$ cat src/rtl/sha1_pkg.sv
// ----------------------------------------------------------------------------
// sha1_pkg
// payload types and fixed constants of the sha-1 digest core
// ----------------------------------------------------------------------------
package sha1_pkg;

  typedef struct packed {
    logic [7:0] data_byte;
    logic       has_byte;
    logic       end_of_message;
  } sha1_in_t;

  typedef struct packed {
    logic [31:0] digest_word;
    logic [2:0]  word_index;
    logic        last_word;
  } sha1_out_t;

  localparam int unsigned SHA1_WORDS = 5;

  // entry 0 is H0
  localparam logic [SHA1_WORDS-1:0][31:0] SHA1_H_INIT = {
    32'hC3D2E1F0, 32'h10325476, 32'h98BADCFE, 32'hEFCDAB89, 32'h67452301
  };

  // entry 0 serves rounds 0 to 19
  localparam logic [3:0][31:0] SHA1_K = {
    32'hCA62C1D6, 32'h8F1BBCDC, 32'h6ED9EBA1, 32'h5A827999
  };

  localparam logic [2:0] SHA1_LAST_INDEX = 3'd4;

endpackage

$ cat src/rtl/sha1_message_digest_core.sv
// ----------------------------------------------------------------------------
// sha1_message_digest_core
// byte-serial sha-1 engine: one round per cycle on a single round adder
// ----------------------------------------------------------------------------
//  channel | direction | handshake            | payload
//  msg     | in        | msg_valid, msg_stall | msg_item  (sha1_in_t)
//  dig     | out       | dig_valid, dig_stall | dig_item  (sha1_out_t)
//
//  a byte item is taken in ST_IDLE; the 64th byte of a block starts 80 rounds
//  on the shared round adder, then ST_ADD adds the working words to the chain.
//  an end item pads at one byte a cycle (up to 72 bytes), with one or two
//  compressions (ST_ROUND, ST_ADD), then shows five digest words in turn.
//  reset is synchronous and needs no clearing pass; msg_stall is high
//  whenever the core is not idle, and dig_stall simply holds the current word.
module sha1_message_digest_core (
  input  logic                clk,
  input  logic                rst,
  input  logic                msg_valid,
  output logic                msg_stall,
  input  sha1_pkg::sha1_in_t  msg_item,
  output logic                dig_valid,
  input  logic                dig_stall,
  output sha1_pkg::sha1_out_t dig_item
);
  import sha1_pkg::*;

  localparam logic [5:0] FILL_LAST = 6'h3F;
  localparam logic [5:0] LEN_POS   = 6'd56;
  localparam logic [6:0] ROUND_LAST = 7'd79;

  typedef enum logic [2:0] {
    ST_IDLE, ST_PAD, ST_ROUND, ST_ADD, ST_EMIT
  } state_t;

  state_t                      state;
  logic [SHA1_WORDS-1:0][31:0] chain;
  logic [511:0]                wbuf;
  logic [5:0]                  fill;
  logic [63:0]                 bit_length;
  logic [31:0]                 va, vb, vc, vd, ve;
  logic [6:0]                  round;
  logic                        marker_sent;
  logic                        len_phase;
  logic                        pad_done;
  logic                        pending_end;
  logic [2:0]                  word_idx;

  logic        msg_xfer, dig_xfer;
  logic        sel_len;
  logic [7:0]  pad_byte;
  logic [31:0] f_val, k_val, w_new, t_sum;

  assign msg_stall = (state != ST_IDLE);
  assign msg_xfer  = msg_valid && !msg_stall;
  assign dig_valid = (state == ST_EMIT);
  assign dig_xfer  = dig_valid && !dig_stall;

  assign dig_item.digest_word = chain[word_idx];
  assign dig_item.word_index  = word_idx;
  assign dig_item.last_word   = (word_idx == SHA1_LAST_INDEX);

  // padding source: marker, then zeros, then the length from byte 56 on
  assign sel_len  = marker_sent && (len_phase || fill == LEN_POS);
  assign pad_byte = !marker_sent ? 8'h80 : (sel_len ? bit_length[63:56] : 8'h00);

  // round function and schedule; wbuf holds w[t..t+15], w[t] at the top
  always_comb begin
    if (round < 7'd20) begin
      f_val = (vb & vc) | (~vb & vd);
      k_val = SHA1_K[0];
    end else if (round < 7'd40) begin
      f_val = vb ^ vc ^ vd;
      k_val = SHA1_K[1];
    end else if (round < 7'd60) begin
      f_val = (vb & vc) | (vb & vd) | (vc & vd);
      k_val = SHA1_K[2];
    end else begin
      f_val = vb ^ vc ^ vd;
      k_val = SHA1_K[3];
    end
    w_new = wbuf[511-32*13 -: 32] ^ wbuf[511-32*8 -: 32]
          ^ wbuf[511-32*2 -: 32] ^ wbuf[511 -: 32];
    w_new = {w_new[30:0], w_new[31]};
    t_sum = {va[26:0], va[31:27]} + f_val + ve + wbuf[511 -: 32] + k_val;
  end

  always_ff @(posedge clk) begin
    if (rst) begin
      state       <= ST_IDLE;
      chain       <= SHA1_H_INIT;
      fill        <= '0;
      bit_length  <= '0;
      round       <= '0;
      marker_sent <= 1'b0;
      len_phase   <= 1'b0;
      pad_done    <= 1'b0;
      pending_end <= 1'b0;
      word_idx    <= '0;
    end else begin
      unique case (state)
        ST_IDLE: begin
          if (msg_xfer) begin
            if (msg_item.has_byte) begin
              wbuf       <= {wbuf[503:0], msg_item.data_byte};
              fill       <= fill + 6'd1;
              bit_length <= bit_length + 64'd8;
            end
            if (msg_item.end_of_message) begin
              pending_end <= 1'b1;
              state       <= ST_PAD;
            end
            if (msg_item.has_byte && fill == FILL_LAST) begin
              {va, vb, vc, vd, ve} <= {chain[0], chain[1], chain[2], chain[3], chain[4]};
              round <= '0;
              state <= ST_ROUND;
            end
          end
        end
        ST_PAD: begin
          wbuf        <= {wbuf[503:0], pad_byte};
          fill        <= fill + 6'd1;
          marker_sent <= 1'b1;
          if (sel_len) begin
            len_phase  <= 1'b1;
            bit_length <= {bit_length[55:0], 8'h00};
          end
          if (fill == FILL_LAST) begin
            if (sel_len) begin
              pad_done <= 1'b1;
            end
            {va, vb, vc, vd, ve} <= {chain[0], chain[1], chain[2], chain[3], chain[4]};
            round <= '0;
            state <= ST_ROUND;
          end
        end
        ST_ROUND: begin
          wbuf  <= {wbuf[479:0], w_new};
          va    <= t_sum;
          vb    <= va;
          vc    <= {vb[1:0], vb[31:2]};
          vd    <= vc;
          ve    <= vd;
          round <= round + 7'd1;
          if (round == ROUND_LAST) begin
            state <= ST_ADD;
          end
        end
        ST_ADD: begin
          chain[0] <= chain[0] + va;
          chain[1] <= chain[1] + vb;
          chain[2] <= chain[2] + vc;
          chain[3] <= chain[3] + vd;
          chain[4] <= chain[4] + ve;
          if (pad_done) begin
            word_idx <= '0;
            state    <= ST_EMIT;
          end else if (pending_end) begin
            state <= ST_PAD;
          end else begin
            state <= ST_IDLE;
          end
        end
        ST_EMIT: begin
          if (dig_xfer) begin
            if (word_idx == SHA1_LAST_INDEX) begin
              // back to the initial state for the next message
              chain       <= SHA1_H_INIT;
              fill        <= '0;
              bit_length  <= '0;
              marker_sent <= 1'b0;
              len_phase   <= 1'b0;
              pad_done    <= 1'b0;
              pending_end <= 1'b0;
              word_idx    <= '0;
              state       <= ST_IDLE;
            end else begin
              word_idx <= word_idx + 3'd1;
            end
          end
        end
        default: state <= ST_IDLE;
      endcase
    end
  end

endmodule

$ cat config.mk
export PLATFORM = sky130hd
export DESIGN_NAME = sha1_message_digest_core
export DESIGN_NICKNAME = d
export VERILOG_FILES = /design/src/rtl/sha1_pkg.sv /design/src/rtl/sha1_message_digest_core.sv
export SDC_FILE = /design/constraint.sdc
export NUM_CORES = 2
export LEC_CHECK = 0
export BUFFER_PORTS_ARGS = -buffer_cell sky130_fd_sc_hd__buf_2
export CAP_MARGIN = 30
export CORE_UTILIZATION = 39
export CTS_CLUSTER_DIAMETER = 100
export DETAILED_ROUTE_END_ITERATION = 7
export SLEW_MARGIN = 20
export SYNTH_ARGS = -nofsm -noshare
export SYNTH_HDL_FRONTEND = slang
export SYNTH_SLANG_ARGS = --single-unit
$ cat constraint.sdc
create_clock -name clk -period 24.1 [get_ports clk]
set_clock_uncertainty 0.1 [all_clocks]
set_input_delay 3.615 -clock clk [delete_from_list [all_inputs] [get_ports clk]]
set_output_delay 3.615 -clock clk [all_outputs]
set_load 0.02 [all_outputs]
==> reports/results.tsv <==
metric	value	unit
antenna_cells	0	
crit_buf_inv	3	
grt_start_max_net_pins	224	
clk_latency	0.74	ns
num_vias	41466	
ys_ff_latch	916	
cp-end-kind	flip-flop	
final-hold-violation-count	0	
critical_path_class	flip-flop to flip-flop	
synth.net_count	6180	
grt-busiest-layer	met2	
grt_first_pass_wirelength	235300	µm
synthTopCellsByArea	edfxtp_1 38%, nand2_1 15%, dfxtp_1 9.2%, fa_1 4.7%, ha_1 4.7%	
cts_max_path_buffers	3	
dpl.hpwl	103900	µm
met1_usage	0.3032	
cp_data_required_time	24.47	ns
slowest_stage	clkinv_1	
postSynth.asyncResetShare	0	
cellLeakagePower	23.92	nW
postRouteAntennaNets	0	
synth.distinct_cells	100	
p_per_area	61.22	nW/µm²
period_minus_slack	7.080	ns
cts_tree	built	
clockRootBuffer	clkbuf_16	
routabilityCongestion	0.9286	
routedWlPerCell	19.86	µm
drc	0	
synth_edf_count	672	
io_pins	52	
final_min_period_over_clock_period	0.2938	
cp.arrival	7.45	ns
dieHeight	370.5	µm
drv_slew	0	
grt_overflow	0	
htree_levels	3	
ir_drop	0.00005962	V
mostFrequentLayoutCell	nand2_1	
crit_fanout	19	
worst_pin_slew	1.128	ns
area_growth	10.78	%
nets	6131	
setup_viol	0	
initialDrtViolationCount	3975	
met3_usage	0.02697	
crit_chain	o21ai_0 -> and2_1 -> buf_4 -> clkinv_1 -> nand2_1 -> nand2_1 -> inv_1 -> o221a_2 -> fa_1 -> fa_1 -> ha_1 -> and3_1 -> a221o_1 -> a21o_1 -> a21o_1 -> a21oi_2 -> or2_2 -> a41oi_2 -> or4_1 -> a31oi_1 -> xnor2_1 -> o21ai_1	
numCtsBuffers	104	
rows	134	
ys_warn_count	0	
clk_pin_slew	0.07	ns
port_buffers	51	
post_cts_resized	0	
antenna_found_initial	1	
start_kind	flip-flop	
cts_setup_buffers	0	
wl	151900	µm
maxCapViolCount	0	
yosysSeqAreaShare	0.4734	
dieArea	137200	µm²
critPathTopFamily	compound AO/OA/AOI/OAI gates	
ys.flop_type	edfxtp_1	
grt_pass1_vias	39988	
slew_headroom	0.2482	
hp-class	flip-flop to flip-flop	
final_layout_size_suffix_gt1_frac	0.06578	
holdWs	0.3643	ns
clock-sinks	916	
vias_per_cell	5.420	
synth_cells	5842	
syn_avg_cell_area	9.063	µm²
cpPeakStageDelay	0.71	ns
mostFrequentLayoutCells	2092 x nand2_1, 672 x edfxtp_1, 313 x o21ai_0, 281 x inv_1, 262 x nor2_1	
grt.total_usage	0.2197	
hold_buffers	0	
synth_top_area_share	0.3811	
reg2reg_slack	17.02	ns
start_util	0.3947	
grt.met2_usage	0.3549	
coreArea	134100	µm²
die_w	370.5	µm
tns	0	ns
syn-cell-area	52950	µm²
max_freq	0.1412	GHz
drtPass1Iterations	6	
rsz0062_at_grt	false	
yosys.area.top_type	edfxtp_1	
status	finished clean	
sequential cells by signal (all words and copies together), names as in the netlist, 3 cells and up:
| signal | flops |
|---|---|
| bit_length | 61 |
| chain | 160 |
| fill | 6 |
| round | 7 |
| state | 3 |
| va | 32 |
| vb | 32 |
| vc | 32 |
| vd | 32 |
| ve | 32 |
| wbuf | 512 |
| word_idx | 3 |
worst paths after layout:
check                                start                       end  cells after the start
hold / removal    pending_end$_SDFFE_PP0P_  pending_end$_SDFFE_PP0P_                      2
setup reg to reg     round[3]$_SDFFE_PP0P_          va[31]$_DFFE_PP_                     22
hold reg to reg   pending_end$_SDFFE_PP0P_  pending_end$_SDFFE_PP0P_                      2
setup / recovery     round[3]$_SDFFE_PP0P_          va[31]$_DFFE_PP_                     22
metrics by stage:
stage	setup WS (ns)	std cells	power [W]	util	cell area, µm²
final	17.02	7651	0.003591	0.4373	58650
after global routing	16.51	7651	0.003705	0.4373	58650
after CTS	16.99	7648	0.003624	0.4367	58570
after detailed placement	16.91	7452	0.001974	0.4103	55030
after global placement	16.92	7444	0.001970	0.4092	54890
after floorplan	7.413	5842	0.001955	-	52950
area by class of cell:
type / instances / area, µm²
well taps: 1768 / 2212
repair buffers: 114 / 914.6
flip-flops and latches: 916 / 25070
clock buffers: 149 / 3055
multi-input cells: 4373 / 25850
fillers: 12922 / 75470
clock inverters: 47 / 488.0
inverters: 284 / 1066
per-layer routing:
layer / up-vias / wire, µm
li1: 19870 / -
met1: 20135 / 67400
met2: 1192 / 70500
met3: 269 / 8653
met4: 0 / 5367
met5: - / 0
cell usage after synthesis (all sizes together) (16+ instances only):
| master | count |
|---|---|
| a221o | 19 |
| nand4 | 24 |
| o21a | 32 |
| xor2 | 86 |
| o22ai | 29 |
| o21ai | 325 |
| nor2 | 266 |
| nand2 | 2095 |
| dfxtp | 244 |
| ha | 199 |
| edfxtp | 672 |
| clkbuf | 247 |
| fa | 125 |
| nor2b | 28 |
| buf | 21 |
| a211oi | 34 |
| xnor2 | 179 |
| a22oi | 35 |
| a21o | 86 |
| o31ai | 23 |
| and3 | 28 |
| o21bai | 16 |
| nor3 | 71 |
| a31oi | 35 |
| or3 | 25 |
| mux4 | 32 |
| inv | 282 |
| mux2i | 29 |
| a21oi | 246 |
| nand2b | 30 |
| nand3 | 73 |
worst min-delay path, cell delays in order, from the launching register on:
cell and delay (ns):
dfxtp_1 0.30, inv_1 0.06, a211oi_1 0.06
cells by family (layout without fill, tap and decap cells):
kind of cell | Yosys count | after routing | share of synthesized area
muxes | 65 | 65 | 0.01994
buffers and inverters | 553 | 594 | 0.03958
AOI/OAI and AO/OA | 1015 | 1015 | 0.1227
and+or+nand+nor | 2704 | 2704 | 0.2063
adders and majority gates | 324 | 324 | 0.09429
DFF | 916 | 916 | 0.4734
xor gates and xnor gates | 265 | 265 | 0.04384
power breakdown:
| group | internal [W] | total (W) | switching, W |
|---|---|---|---|
| clock | 0.000968 | 0.00165 | 0.000682 |
| sequential | 0.00175 | 0.00179 | 0.0000338 |
| combinational | 0.0000452 | 0.000155 | 0.000110 |
(Power assumes the default switching activity.)
